**src/rtl/sha256_byte_stream_hasher_defines.svh**
```systemverilog
// Assertion helpers for the SHA-256 hasher.
`ifndef SHA256_BYTE_STREAM_HASHER_DEFINES_SVH
`define SHA256_BYTE_STREAM_HASHER_DEFINES_SVH

// Same-cycle implication, checked outside reset.
`define SHA_CHECK_SAME(lbl, ante, cons, msg) \
  lbl: assert property (@(posedge clk) disable iff (!rst_n) (ante) |-> (cons)) \
    else $error(msg);

// Next-cycle implication, checked outside reset.
`define SHA_CHECK_NEXT(lbl, ante, cons, msg) \
  lbl: assert property (@(posedge clk) disable iff (!rst_n) (ante) |=> (cons)) \
    else $error(msg);

`endif

```
**src/rtl/sha256_pkg.sv**
```systemverilog
package sha256_pkg;

  typedef logic [31:0] word_t;
  // element 0 is a, element 7 is h
  typedef logic [7:0][31:0] hash_t;

  typedef struct packed {
    logic [7:0] data_byte;
    logic       has_byte;
    logic       end_of_message;
  } in_req_t;

  typedef struct packed {
    logic [63:0] digest_word;
    logic [1:0]  word_index;
    logic        last_word;
  } out_req_t;

  // schedule window control
  typedef struct packed {
    logic  push;    // shift in an assembled message word
    word_t word;
    logic  expand;  // shift in the next expanded word
  } sched_ctl_t;

  // round unit control
  typedef struct packed {
    logic       load;   // copy hash into working vars
    logic       step;   // run one round
    logic [5:0] round;
  } round_ctl_t;

  localparam hash_t HashInit = {
    32'h5be0cd19, 32'h1f83d9ab, 32'h9b05688c, 32'h510e527f,
    32'ha54ff53a, 32'h3c6ef372, 32'hbb67ae85, 32'h6a09e667
  };

  function automatic word_t big_sigma0(input word_t x);
    big_sigma0 = {x[1:0], x[31:2]} ^ {x[12:0], x[31:13]} ^ {x[21:0], x[31:22]};
  endfunction

  function automatic word_t big_sigma1(input word_t x);
    big_sigma1 = {x[5:0], x[31:6]} ^ {x[10:0], x[31:11]} ^ {x[24:0], x[31:25]};
  endfunction

  function automatic word_t small_sigma0(input word_t x);
    small_sigma0 = {x[6:0], x[31:7]} ^ {x[17:0], x[31:18]} ^ {3'b000, x[31:3]};
  endfunction

  function automatic word_t small_sigma1(input word_t x);
    small_sigma1 = {x[16:0], x[31:17]} ^ {x[18:0], x[31:19]} ^ {10'd0, x[31:10]};
  endfunction

  function automatic word_t round_k(input logic [5:0] idx);
    word_t k;
    case (idx)
      6'd0:  k = 32'h428a2f98;  6'd1:  k = 32'h71374491;
      6'd2:  k = 32'hb5c0fbcf;  6'd3:  k = 32'he9b5dba5;
      6'd4:  k = 32'h3956c25b;  6'd5:  k = 32'h59f111f1;
      6'd6:  k = 32'h923f82a4;  6'd7:  k = 32'hab1c5ed5;
      6'd8:  k = 32'hd807aa98;  6'd9:  k = 32'h12835b01;
      6'd10: k = 32'h243185be;  6'd11: k = 32'h550c7dc3;
      6'd12: k = 32'h72be5d74;  6'd13: k = 32'h80deb1fe;
      6'd14: k = 32'h9bdc06a7;  6'd15: k = 32'hc19bf174;
      6'd16: k = 32'he49b69c1;  6'd17: k = 32'hefbe4786;
      6'd18: k = 32'h0fc19dc6;  6'd19: k = 32'h240ca1cc;
      6'd20: k = 32'h2de92c6f;  6'd21: k = 32'h4a7484aa;
      6'd22: k = 32'h5cb0a9dc;  6'd23: k = 32'h76f988da;
      6'd24: k = 32'h983e5152;  6'd25: k = 32'ha831c66d;
      6'd26: k = 32'hb00327c8;  6'd27: k = 32'hbf597fc7;
      6'd28: k = 32'hc6e00bf3;  6'd29: k = 32'hd5a79147;
      6'd30: k = 32'h06ca6351;  6'd31: k = 32'h14292967;
      6'd32: k = 32'h27b70a85;  6'd33: k = 32'h2e1b2138;
      6'd34: k = 32'h4d2c6dfc;  6'd35: k = 32'h53380d13;
      6'd36: k = 32'h650a7354;  6'd37: k = 32'h766a0abb;
      6'd38: k = 32'h81c2c92e;  6'd39: k = 32'h92722c85;
      6'd40: k = 32'ha2bfe8a1;  6'd41: k = 32'ha81a664b;
      6'd42: k = 32'hc24b8b70;  6'd43: k = 32'hc76c51a3;
      6'd44: k = 32'hd192e819;  6'd45: k = 32'hd6990624;
      6'd46: k = 32'hf40e3585;  6'd47: k = 32'h106aa070;
      6'd48: k = 32'h19a4c116;  6'd49: k = 32'h1e376c08;
      6'd50: k = 32'h2748774c;  6'd51: k = 32'h34b0bcb5;
      6'd52: k = 32'h391c0cb3;  6'd53: k = 32'h4ed8aa4a;
      6'd54: k = 32'h5b9cca4f;  6'd55: k = 32'h682e6ff3;
      6'd56: k = 32'h748f82ee;  6'd57: k = 32'h78a5636f;
      6'd58: k = 32'h84c87814;  6'd59: k = 32'h8cc70208;
      6'd60: k = 32'h90befffa;  6'd61: k = 32'ha4506ceb;
      6'd62: k = 32'hbef9a3f7;  6'd63: k = 32'hc67178f2;
      default: k = 32'h00000000;
    endcase
    round_k = k;
  endfunction

endpackage

```
**src/rtl/sha256_msg_sched.sv**
```systemverilog
// 16-word message window; word 0 feeds the current round.
module sha256_msg_sched import sha256_pkg::*; (
  input  logic       clk,
  input  sched_ctl_t ctl,
  output word_t      w_cur
);

  logic [15:0][31:0] win_r, win_nxt;
  word_t             w_exp;

  always_comb begin
    w_exp = small_sigma1(win_r[14]) + win_r[9] + small_sigma0(win_r[1]) + win_r[0];
    win_nxt = win_r;
    if (ctl.push || ctl.expand) begin
      for (int i = 0; i < 15; i++) begin
        win_nxt[i] = win_r[i+1];
      end
      win_nxt[15] = ctl.push ? ctl.word : w_exp;
    end
  end

  always_ff @(posedge clk) begin
    win_r <= win_nxt;
  end

  assign w_cur = win_r[0];

endmodule

```
**src/rtl/sha256_round_unit.sv**
```systemverilog
// Working variables a..h and the one shared compression round.
module sha256_round_unit import sha256_pkg::*; (
  input  logic       clk,
  input  round_ctl_t ctl,
  input  hash_t      hash_in,
  input  word_t      w_in,
  output hash_t      work
);

  hash_t work_r, work_nxt;
  word_t x1, x2, ch, maj;

  always_comb begin
    ch  = (work_r[4] & work_r[5]) ^ (~work_r[4] & work_r[6]);
    maj = (work_r[0] & work_r[1]) ^ (work_r[0] & work_r[2]) ^ (work_r[1] & work_r[2]);
    x1  = work_r[7] + big_sigma1(work_r[4]) + ch + round_k(ctl.round) + w_in;
    x2  = big_sigma0(work_r[0]) + maj;
    work_nxt = work_r;
    if (ctl.load) begin
      work_nxt = hash_in;
    end else if (ctl.step) begin
      work_nxt[7] = work_r[6];
      work_nxt[6] = work_r[5];
      work_nxt[5] = work_r[4];
      work_nxt[4] = work_r[3] + x1;
      work_nxt[3] = work_r[2];
      work_nxt[2] = work_r[1];
      work_nxt[1] = work_r[0];
      work_nxt[0] = x1 + x2;
    end
  end

  always_ff @(posedge clk) begin
    work_r <= work_nxt;
  end

  assign work = work_r;

endmodule

```
**src/rtl/sha256_byte_stream_hasher.sv**
```systemverilog
// SHA-256 (FIPS 180-4) over a byte stream. Each in_ request carries at most
// one message byte (has_byte) and may close the message (end_of_message); a
// request with only the end flag closes it without a byte, so an empty
// message is allowed. Ordinary byte requests are taken one per cycle. The
// request that completes a 64-byte block holds in_ready low while the block
// is compressed: 64 rounds through the single round unit, one round per
// cycle, then the hash update. Closing a message runs the padding (0x80,
// zeros, 64-bit big-endian bit count) at one byte per cycle through the same
// byte path, with one or two more block compressions, then offers the digest
// as four 64-bit out_ requests, word_index 0 to 3, first digest byte in the
// top bits, last_word on the fourth. in_ready stays low until the fourth
// word is taken; the initial hash values are then reloaded.
// The round unit sets the pace: a full block takes its 64 byte requests
// plus its compression with in_ready low. A close with f bytes left in the
// open block keeps in_ready low for 64 - f padding bytes and a compression,
// a further padded block and compression when f is 56 or more (and one more
// up front when the closing byte itself fills the block), then the digest.
`include "sha256_byte_stream_hasher_defines.svh"

module sha256_byte_stream_hasher import sha256_pkg::*; (
  input  logic     clk,
  input  logic     rst_n,
  input  logic     in_valid,
  output logic     in_ready,
  input  in_req_t  in_data,
  output logic     out_valid,
  input  logic     out_ready,
  output out_req_t out_data
);

  typedef enum logic [2:0] {
    S_IDLE, // waiting for a request
    S_COMP, // 64 compression rounds
    S_ADD,  // fold working vars into hash
    S_PAD,  // feeding padding bytes
    S_OUT   // offering digest words
  } state_t;

  state_t      state_r, state_nxt;
  logic [5:0]  fill_r, fill_nxt;        // bytes in current block
  logic [23:0] acc_r, acc_nxt;          // partial big-endian word
  logic [63:0] bitlen_r, bitlen_nxt;
  hash_t       hash_r, hash_nxt;
  logic [5:0]  rnd_r, rnd_nxt;
  logic        fin_pend_r, fin_pend_nxt;   // padding continues after compress
  logic        pad_first_r, pad_first_nxt; // next pad byte is 0x80
  logic        wrap_r, wrap_nxt;           // length needs an extra block
  logic        last_blk_r, last_blk_nxt;   // compressing the final block
  logic        out_valid_r, out_valid_nxt;
  out_req_t    out_data_r, out_data_nxt;
  logic [1:0]  out_idx_r, out_idx_nxt;

  logic        in_acc;
  logic        out_acc;
  logic        rnd_last;
  logic        push;
  logic [7:0]  push_byte;
  logic [7:0]  pad_byte;
  logic        blk_full;
  logic [1:0]  nidx;
  hash_t       work;
  hash_t       hsum;
  word_t       w_cur;
  sched_ctl_t  sched_ctl;
  round_ctl_t  round_ctl;

  assign in_ready  = (state_r == S_IDLE);
  assign in_acc    = in_valid && in_ready;
  assign out_valid = out_valid_r;
  assign out_data  = out_data_r;
  assign out_acc   = out_valid_r && out_ready;
  assign rnd_last  = (state_r == S_COMP) && (rnd_r == 6'd63);

  // Padding byte: 0x80 first, zeros up to the length field (or to the end of
  // the block when the length has to go in a fresh one), then the bit count
  // most significant byte first.
  always_comb begin
    if (pad_first_r) begin
      pad_byte = 8'h80;
    end else if ((fill_r < 6'd56) || wrap_r) begin
      pad_byte = 8'h00;
    end else begin
      pad_byte = bitlen_r[{~fill_r[2:0], 3'b000} +: 8];
    end
  end

  // One byte path shared by message and padding bytes.
  assign push      = (in_acc && in_data.has_byte) || (state_r == S_PAD);
  assign push_byte = (state_r == S_PAD) ? pad_byte : in_data.data_byte;
  assign blk_full  = push && (fill_r == 6'd63);

  always_comb begin
    sched_ctl.push   = push && (fill_r[1:0] == 2'b11);
    sched_ctl.word   = {acc_r, push_byte};
    sched_ctl.expand = (state_r == S_COMP);
    round_ctl.load   = blk_full;
    round_ctl.step   = (state_r == S_COMP);
    round_ctl.round  = rnd_r;
  end

  sha256_msg_sched u_sched (
    .clk   (clk),
    .ctl   (sched_ctl),
    .w_cur (w_cur)
  );

  sha256_round_unit u_round (
    .clk     (clk),
    .ctl     (round_ctl),
    .hash_in (hash_r),
    .w_in    (w_cur),
    .work    (work)
  );

  always_comb begin
    for (int i = 0; i < 8; i++) begin
      hsum[i] = hash_r[i] + work[i];
    end
  end

  assign nidx = out_idx_r + 2'd1;

  always_comb begin
    state_nxt     = state_r;
    fill_nxt      = fill_r;
    acc_nxt       = acc_r;
    bitlen_nxt    = bitlen_r;
    hash_nxt      = hash_r;
    rnd_nxt       = rnd_r;
    fin_pend_nxt  = fin_pend_r;
    pad_first_nxt = pad_first_r;
    wrap_nxt      = wrap_r;
    last_blk_nxt  = last_blk_r;
    out_valid_nxt = out_valid_r;
    out_data_nxt  = out_data_r;
    out_idx_nxt   = out_idx_r;

    if (push) begin
      fill_nxt = fill_r + 6'd1;
      acc_nxt  = {acc_r[15:0], push_byte};
    end

    case (state_r)
      S_IDLE: begin
        if (in_acc) begin
          if (in_data.has_byte) begin
            bitlen_nxt = bitlen_r + 64'd8;
          end
          if (in_data.end_of_message) begin
            pad_first_nxt = 1'b1;
            wrap_nxt      = 1'b0;
          end
          if (blk_full) begin
            state_nxt    = S_COMP;
            rnd_nxt      = 6'd0;
            fin_pend_nxt = in_data.end_of_message;
          end else if (in_data.end_of_message) begin
            state_nxt = S_PAD;
          end
        end
      end
      S_PAD: begin
        pad_first_nxt = 1'b0;
        if (pad_first_r) begin
          wrap_nxt = (fill_r >= 6'd56);
        end
        if (blk_full) begin
          // a byte in the last slot closes the block; a length byte closes the final one
          state_nxt    = S_COMP;
          rnd_nxt      = 6'd0;
          wrap_nxt     = 1'b0;
          last_blk_nxt = !pad_first_r && !wrap_r;
          fin_pend_nxt = pad_first_r || wrap_r;
        end
      end
      S_COMP: begin
        rnd_nxt = rnd_r + 6'd1;
        if (rnd_r == 6'd63) begin
          state_nxt = S_ADD;
        end
      end
      S_ADD: begin
        hash_nxt = hsum;
        if (last_blk_r) begin
          state_nxt     = S_OUT;
          out_valid_nxt = 1'b1;
          out_idx_nxt   = 2'd0;
          out_data_nxt  = '{digest_word: {hsum[0], hsum[1]},
                            word_index:  2'd0,
                            last_word:   1'b0};
        end else if (fin_pend_r) begin
          state_nxt = S_PAD;
        end else begin
          state_nxt = S_IDLE;
        end
      end
      S_OUT: begin
        if (out_acc) begin
          if (out_idx_r == 2'd3) begin
            // digest delivered: start a fresh message
            out_valid_nxt = 1'b0;
            state_nxt     = S_IDLE;
            hash_nxt      = HashInit;
            fill_nxt      = 6'd0;
            bitlen_nxt    = 64'd0;
            last_blk_nxt  = 1'b0;
            fin_pend_nxt  = 1'b0;
            wrap_nxt      = 1'b0;
            pad_first_nxt = 1'b0;
          end else begin
            out_idx_nxt  = nidx;
            out_data_nxt = '{digest_word: {hash_r[{nidx, 1'b0}], hash_r[{nidx, 1'b1}]},
                             word_index:  nidx,
                             last_word:   (nidx == 2'd3)};
          end
        end
      end
      default: begin
        state_nxt = S_IDLE;
      end
    endcase
  end

  always_ff @(posedge clk) begin
    if (!rst_n) begin
      state_r     <= S_IDLE;
      fill_r      <= 6'd0;
      bitlen_r    <= 64'd0;
      hash_r      <= HashInit;
      fin_pend_r  <= 1'b0;
      pad_first_r <= 1'b0;
      wrap_r      <= 1'b0;
      last_blk_r  <= 1'b0;
      out_valid_r <= 1'b0;
      out_idx_r   <= 2'd0;
    end else begin
      state_r     <= state_nxt;
      fill_r      <= fill_nxt;
      bitlen_r    <= bitlen_nxt;
      hash_r      <= hash_nxt;
      fin_pend_r  <= fin_pend_nxt;
      pad_first_r <= pad_first_nxt;
      wrap_r      <= wrap_nxt;
      last_blk_r  <= last_blk_nxt;
      out_valid_r <= out_valid_nxt;
      out_idx_r   <= out_idx_nxt;
    end
    acc_r      <= acc_nxt;
    rnd_r      <= rnd_nxt;
    out_data_r <= out_data_nxt;
  end

  // never take a request while a digest is pending
  `SHA_CHECK_SAME(a_ready_vs_out, in_ready, !out_valid, "request taken during digest output")
  // the 64th round is always followed by the hash update
  `SHA_CHECK_NEXT(a_round_end, rnd_last, state_r == S_ADD, "round count overrun")
  // the digest words follow one another without a gap in valid
  `SHA_CHECK_NEXT(a_word_follow, out_acc && !out_data.last_word, out_valid, "digest word missing")
  // after the final word the block is ready for the next message
  `SHA_CHECK_NEXT(a_ready_after, out_acc && out_data.last_word, in_ready && !out_valid, "still busy")

endmodule

```
**config.mk**
```make
export PLATFORM = sky130hd
export DESIGN_NAME = sha256_byte_stream_hasher
export DESIGN_NICKNAME = d
export VERILOG_FILES = /design/src/rtl/sha256_pkg.sv /design/src/rtl/sha256_msg_sched.sv /design/src/rtl/sha256_round_unit.sv /design/src/rtl/sha256_byte_stream_hasher.sv
export VERILOG_INCLUDE_DIRS = /design/src /design/src/rtl
export SDC_FILE = /design/constraint.sdc
export NUM_CORES = 2
export LEC_CHECK = 0
export ABC_CLOCK_PERIOD_IN_PS = 16700
export BUFFER_PORTS_ARGS = -buffer_cell sky130_fd_sc_hd__buf_2
export CORE_MARGIN = 5
export CORE_UTILIZATION = 52
export CTS_BUF_LIST = sky130_fd_sc_hd__clkbuf_4
export CTS_CLUSTER_SIZE = 28
export DETAILED_ROUTE_END_ITERATION = 16
export HOLD_SLACK_MARGIN = 0.1
export PLACE_DENSITY_LB_ADDON = 0.25
export SETUP_SLACK_MARGIN = 0.15
export SYNTH_ARGS = -nofsm -noshare
export SYNTH_HDL_FRONTEND = slang
export SYNTH_SLANG_ARGS = --single-unit
export TNS_END_PERCENT = 30
```
**constraint.sdc**
```tcl
create_clock -name clk -period 16.7 [get_ports clk]
set_input_delay 3.34 -clock clk [delete_from_list [all_inputs] [get_ports clk]]
set_output_delay 3.34 -clock clk [all_outputs]
set_load 0.1 [all_outputs]
```
# Yosys cells after proc, flatten, opt, wreduce, memory -nomap -nowiden
# Memories as Yosys holds them, arrays and structs flattened. A register that Yosys moved wholly into a read port is not among the register bits.
# Cells that the tools add are included.
word_totals:
  register_bits: 1201
  latchBits: 0
  ramBits: 0
  rom_bits: 2048
  mem_count: 1
memory_table:
  columns: ["name", "words", "word_bits", "read_ports", "rd_ports_with_merged_regs", "write_ports", "line_no", "text"]
  rows:
  - ["(name not given)", 64, 32, 1, 1, 0, "sha256_pkg.sv:56", "case (idx)"]
classes:
  n_addsub: 22
  mul: 0
  div_mod_pow: 0
  n_lt_le_gt_ge: 4
  n_eq_ne: 21
  shift: 1
  muxes: 62
  n_bitwise: 18
  n_reduce_logical: 29
op_table:
  columns: ["op", "n"]
  rows:
  - ["$mux W256", 4]
  - ["$add A32 B32 Y32", 18]
  - ["$pmux W256 S2", 1]
  - ["$xor A32 B32 Y32", 9]
  - ["$mux W64", 4]
  - ["$mux W67", 3]
  - ["$and A32 B32 Y32", 5]
  - ["$pmux W67 S2", 1]
  - ["$bmux W32 S2", 2]
  - ["$pmux W64 S2", 1]
  - ["$mux W32", 3]
  - ["$add A64 B4 Y64 const B", 1]
  - ["$shiftx A64 B7 Y8", 1]
  - ["$mux W6", 7]
  - ["$not A32 Y32", 1]
  - ["$xor A32 B22 Y32", 1]
  - ["$xor A32 B29 Y32", 1]
  - ["$mux W3", 8]
  - ["$mux W8", 3]
  - ["$pmux W6 S3", 1]
  - ["$reduce_and A6 Y1", 3]
  - ["$pmux W3 S5", 1]
  - ["$mux W1", 13]
  - ["$add A6 B1 Y6 const B", 2]
  - ["28 further kinds", 63]

# Logic depth before layout (Yosys ltp)
logic_depth:
  word_depth: 9
  ltp_mapped: 35
  depth_no_buf: 34

# Hierarchy
# A second synthesis with hierarchy kept.
unflattened:
  hier_cells: 6954
  hier_area_um2: 73619.4
by_module_without_submodules:
  columns: ["module", "instances", "cells_per_inst", "area_each_um2"]
  rows:
  - ["sha256_byte_stream_hasher", 1, 3374, 29604.6]
  - ["sha256_round_unit", 1, 2393, 23423.7]
  - ["sha256_msg_sched", 1, 1187, 20591.0]

# Least setup slack after synthesis
# OpenSTA, ideal clock, no wires.
synth_path:
  kind: "input to register"
  startpoint: "input in_data[1] (netlist bit)"
  endpoint: "register u_sched.win_r (netlist bit u_sched.w_cur[0]), enable pin"
  setup_ns: 3.686
  t_arrival_ns: 12.414
  slack_ns: 0.600
  stages: 5
  cell_sequence: "nand4bb_1 a21o_1 clkbuf_1 clkbuf_1 nand2_1"
synth_via:
  elab_chain_len: 4
synth_rtl:
  columns: ["item", "line_no", "text"]
  rows:
  - ["from (decl)", "sha256_byte_stream_hasher.sv:25", "input in_req_t in_data,"]
  - ["$logic_and A1 B1 Y1", "sha256_byte_stream_hasher.sv:88", "assign push = (in_acc && in_data.has_byte) || (state_r == S_PAD);"]
  - ["$logic_or A1 B1 Y1", "sha256_byte_stream_hasher.sv:88", null]
  - ["$logic_and A1 B1 Y1", "sha256_byte_stream_hasher.sv:93", "sched_ctl.push = push && (fill_r[1:0] == 2'b11);"]
  - ["$logic_or A1 B1 Y1", "sha256_msg_sched.sv:14", "if (ctl.push || ctl.expand) begin"]
  - ["to (signal assigned)", "sha256_msg_sched.sv:23", "win_r <= win_nxt;"]
  - ["to (decl)", "sha256_msg_sched.sv:8", "logic [15:0][31:0] win_r, win_nxt;"]
# Every way passes these cells.
# A chain may end at the register's enable or synchronous reset.

==> flow_metrics.tcl <==
set metrics [dict create \
    placedCellCount 8759 \
    synth-compound-area-share 0.1413 \
    clk-insertion-delay-late_ns 1.34 \
    reg2reg_depth 34 \
    wl_met3_um 21460 \
    synth_xor_area_frac 0.07562 \
    worst_path_max_delay_cell "o41ai_1" \
    grt_usage 0.3116 \
    synth.distinct_cells 98 \
    setup_viol 0 \
    drt-vias-per-instance 5.984 \
    hold_buffers 0 \
    syn-mean-instance-area_um2 10.24 \
    start_util 0.5217 \
    worstPathRequired_ns 17.70 \
    synthMuxAreaShare 0.03278 \
    grt_remaining_overflow 0 \
    finClkSkew_ns 0.1458 \
    violations "max-capacitance violations, max-slew violations" \
    multi_input_area_um2 36670 \
    ant_nets 0 \
    first_global_vias 53336 \
    die_w_um 383.4 \
    end_kind "flop" \
    syn_nets 7686 \
    finalWeightedCongestion 0.9734 \
    fillCellCount 12274 \
    antenna_found_initial 7 \
    yosysTopAreaCellShare 0.3582 \
    clk_path_buf_depth 4 \
    nets 7843 \
    final_layout_size_suffix_gt1_frac 0.1162 \
    worst_slew_pin_slew_ns 1.593 \
    worst_path_most_repeated_cell "a21oi_1" \
    finalNonFillerCells 9386 \
    num_vias 56162 \
    die_area_um2 147000 \
    maxCapViolCount 1 \
    io_buffer_count 82 \
    core_area_um2 139000 \
    path_max_fanout 6 \
    seq_area_um2 33290 \
    syn2layout_area_growth_pct 8.844 \
    wirelength_um 234700 \
    clk_pin_slew_worst_paths_ns 0.07 \
    synth_edf_count 865 \
    crit_buf_inv 4 \
    synthCells 7081 \
    syn-cell-area_um2 72520 \
    synth_area_leader_cell "edfxtp_1" \
    max_freq_mhz 109.1 \
    status "finished with violations" \
    cp_top_family "compound AO/OA/AOI/OAI gates" \
    topRoutingLayerUsed "met5" \
    clockRootBuffer "clkbuf_4" \
    start_kind "flop" \
    synthSimpleGateAreaFrac 0.1295 \
    critical_path_class "flop to flop" \
    wl_met2_um 102300 \
    grt_max_degree 207 \
    fin_hold_ws_ns 0.3101 \
    critPathMaxStageDelay_ns 0.74 \
    hpwlAfterDp_um 170200 \
    htreeDepth 5 \
    routedWlPerCell_um 25.00 \
    ys_async_sr_fraction 0 \
    synth_seq_cells 1230 \
    firstDrtPassIters 7 \
    hold_viol_final 0 \
    synth_fa_ha_area_frac 0.1251 \
    clock_sinks 1230 \
    core.rowCount 137 \
    synth_top_family_by_area "compound AO/OA/AOI/OAI gates" \
    drc 0 \
    relSlewSlack -0.07321 \
    drt_iter0_markers 6038 \
    ios 83 \
    period_needed_ns 9.170 \
    synthFlopType "edfxtp_1" \
    path_depth 34 \
    met1Wirelength_um 100000 \
    numCtsBuffers 353 \
    rsz0062_at_grt "false" \
    hold_class "flop to flop" \
    tns_ns 0 \
    cts_resized 0 \
    postCtsSetupBuffers 0 \
    cts_tree "built" \
    hold_depth 0 \
    post-route-period-util 0.5491 \
    netlist_top_cells_area "edfxtp_1 36%, dfxtp_1 10%, ha_1 6.8%" \
    fp.dieH_um 383.4 \
    grt_pass1_wl_um 342700 \
    yosysWarnings 0 \
    synth_seq_area_share 0.4589 \
    finalMaxSlewViolations 3 \
    cp.arrival_ns 10.17 \
]
==> cell type report <==
cell class,count,area share
diodes,13,0.0004121
clock buffers,532,0.05060
clock inverters,82,0.004106
inverters,369,0.01756
multi-input cells,5147,0.4646
flip-flops and latches,1230,0.4217
well taps,1876,0.02974
repair buffers,137,0.01130
==> sequential cells by signal (all words and copies together), names as in the netlist, named ones only <==
name,flops
wrap_r,1
last_blk_r,1
acc_r,24
u_round.work,256
fill_r,6
rnd_r,6
hash_r,256
u_sched.w_cur,32
pad_first_r,1
u_sched.win_r,480
state_r,3
out_data,67
bitlen_r,61
fin_pend_r,1
out_valid,1
out_idx_r,2
==> cell usage after synthesis (all sizes together) (55+ instances only) <==
| cell | n |
|---|---|
| nand2 | 1113 |
| edfxtp | 865 |
| a21oi | 463 |
| o21ai | 431 |
| nor2 | 410 |
| xnor2 | 405 |
| ha | 396 |
| inv | 368 |
| dfxtp | 365 |
| clkbuf | 292 |
| xor2 | 216 |
| fa | 195 |
| a21o | 182 |
| nand3 | 116 |
| nor2b | 110 |
| nor3 | 94 |
| mux4 | 77 |
| o22ai | 66 |
| o21a | 58 |
| a31oi | 55 |
==> kinds of logic after synthesis <==
kind of cell,Yosys count
multiplexers,137
AND/OR/NAND/NOR,2134
adder cells (fa/ha/maj),612
flip-flops,1230
XOR/XNOR,623
buffers and inverters,704
AO/OA/AOI/OAI,1641
==> placed cells by master (no fill, tap or decap), types with 180 or more instances in the layout <==
cell type / netlist / final
ha_1: 396 / 395
dfxtp_1: 365 / 364
o21ai_0: 398 / 398
a21oi_1: 459 / 458
inv_1: 365 / 362
edfxtp_1: 865 / 865
fa_1: 195 / 195
nand2_1: 1112 / 1105
xor2_1: 216 / 216
clkbuf_4: 0 / 532
a21o_1: 180 / 180
xnor2_1: 405 / 405
nor2_1: 408 / 407
==> metrics by stage <==
stage	area (um^2)	utilization	setup slack, ns
detailed placement	74580	0.5365	7.650
global route	78930	0.5677	6.899
CTS	78900	0.5676	7.634
floorplan	72520	-	0.5999
finish	78930	0.5678	7.530
global placement	74580	0.5365	7.614
==> path summary, 6_finish.rpt <==
kind                 startpoint                  to  slack (ns)
min          u_sched.win_r[211]  u_sched.win_r[179]        0.31
max reg2reg   u_round.work[136]    u_round.work[28]        7.53
max           u_round.work[136]    u_round.work[28]        7.53
min reg2reg  u_sched.win_r[211]  u_sched.win_r[179]        0.31
==> routing by layer <==
layer  vias up  GRT usage
li1      25680          -
met1     27253     0.4343
met2      2664     0.4688
met3       559    0.07210
met4         6     0.1317
met5         -    0.01521
Power is not shown: default switching activity piles up to over one toggle a cycle in this logic, so the estimate is an artifact.
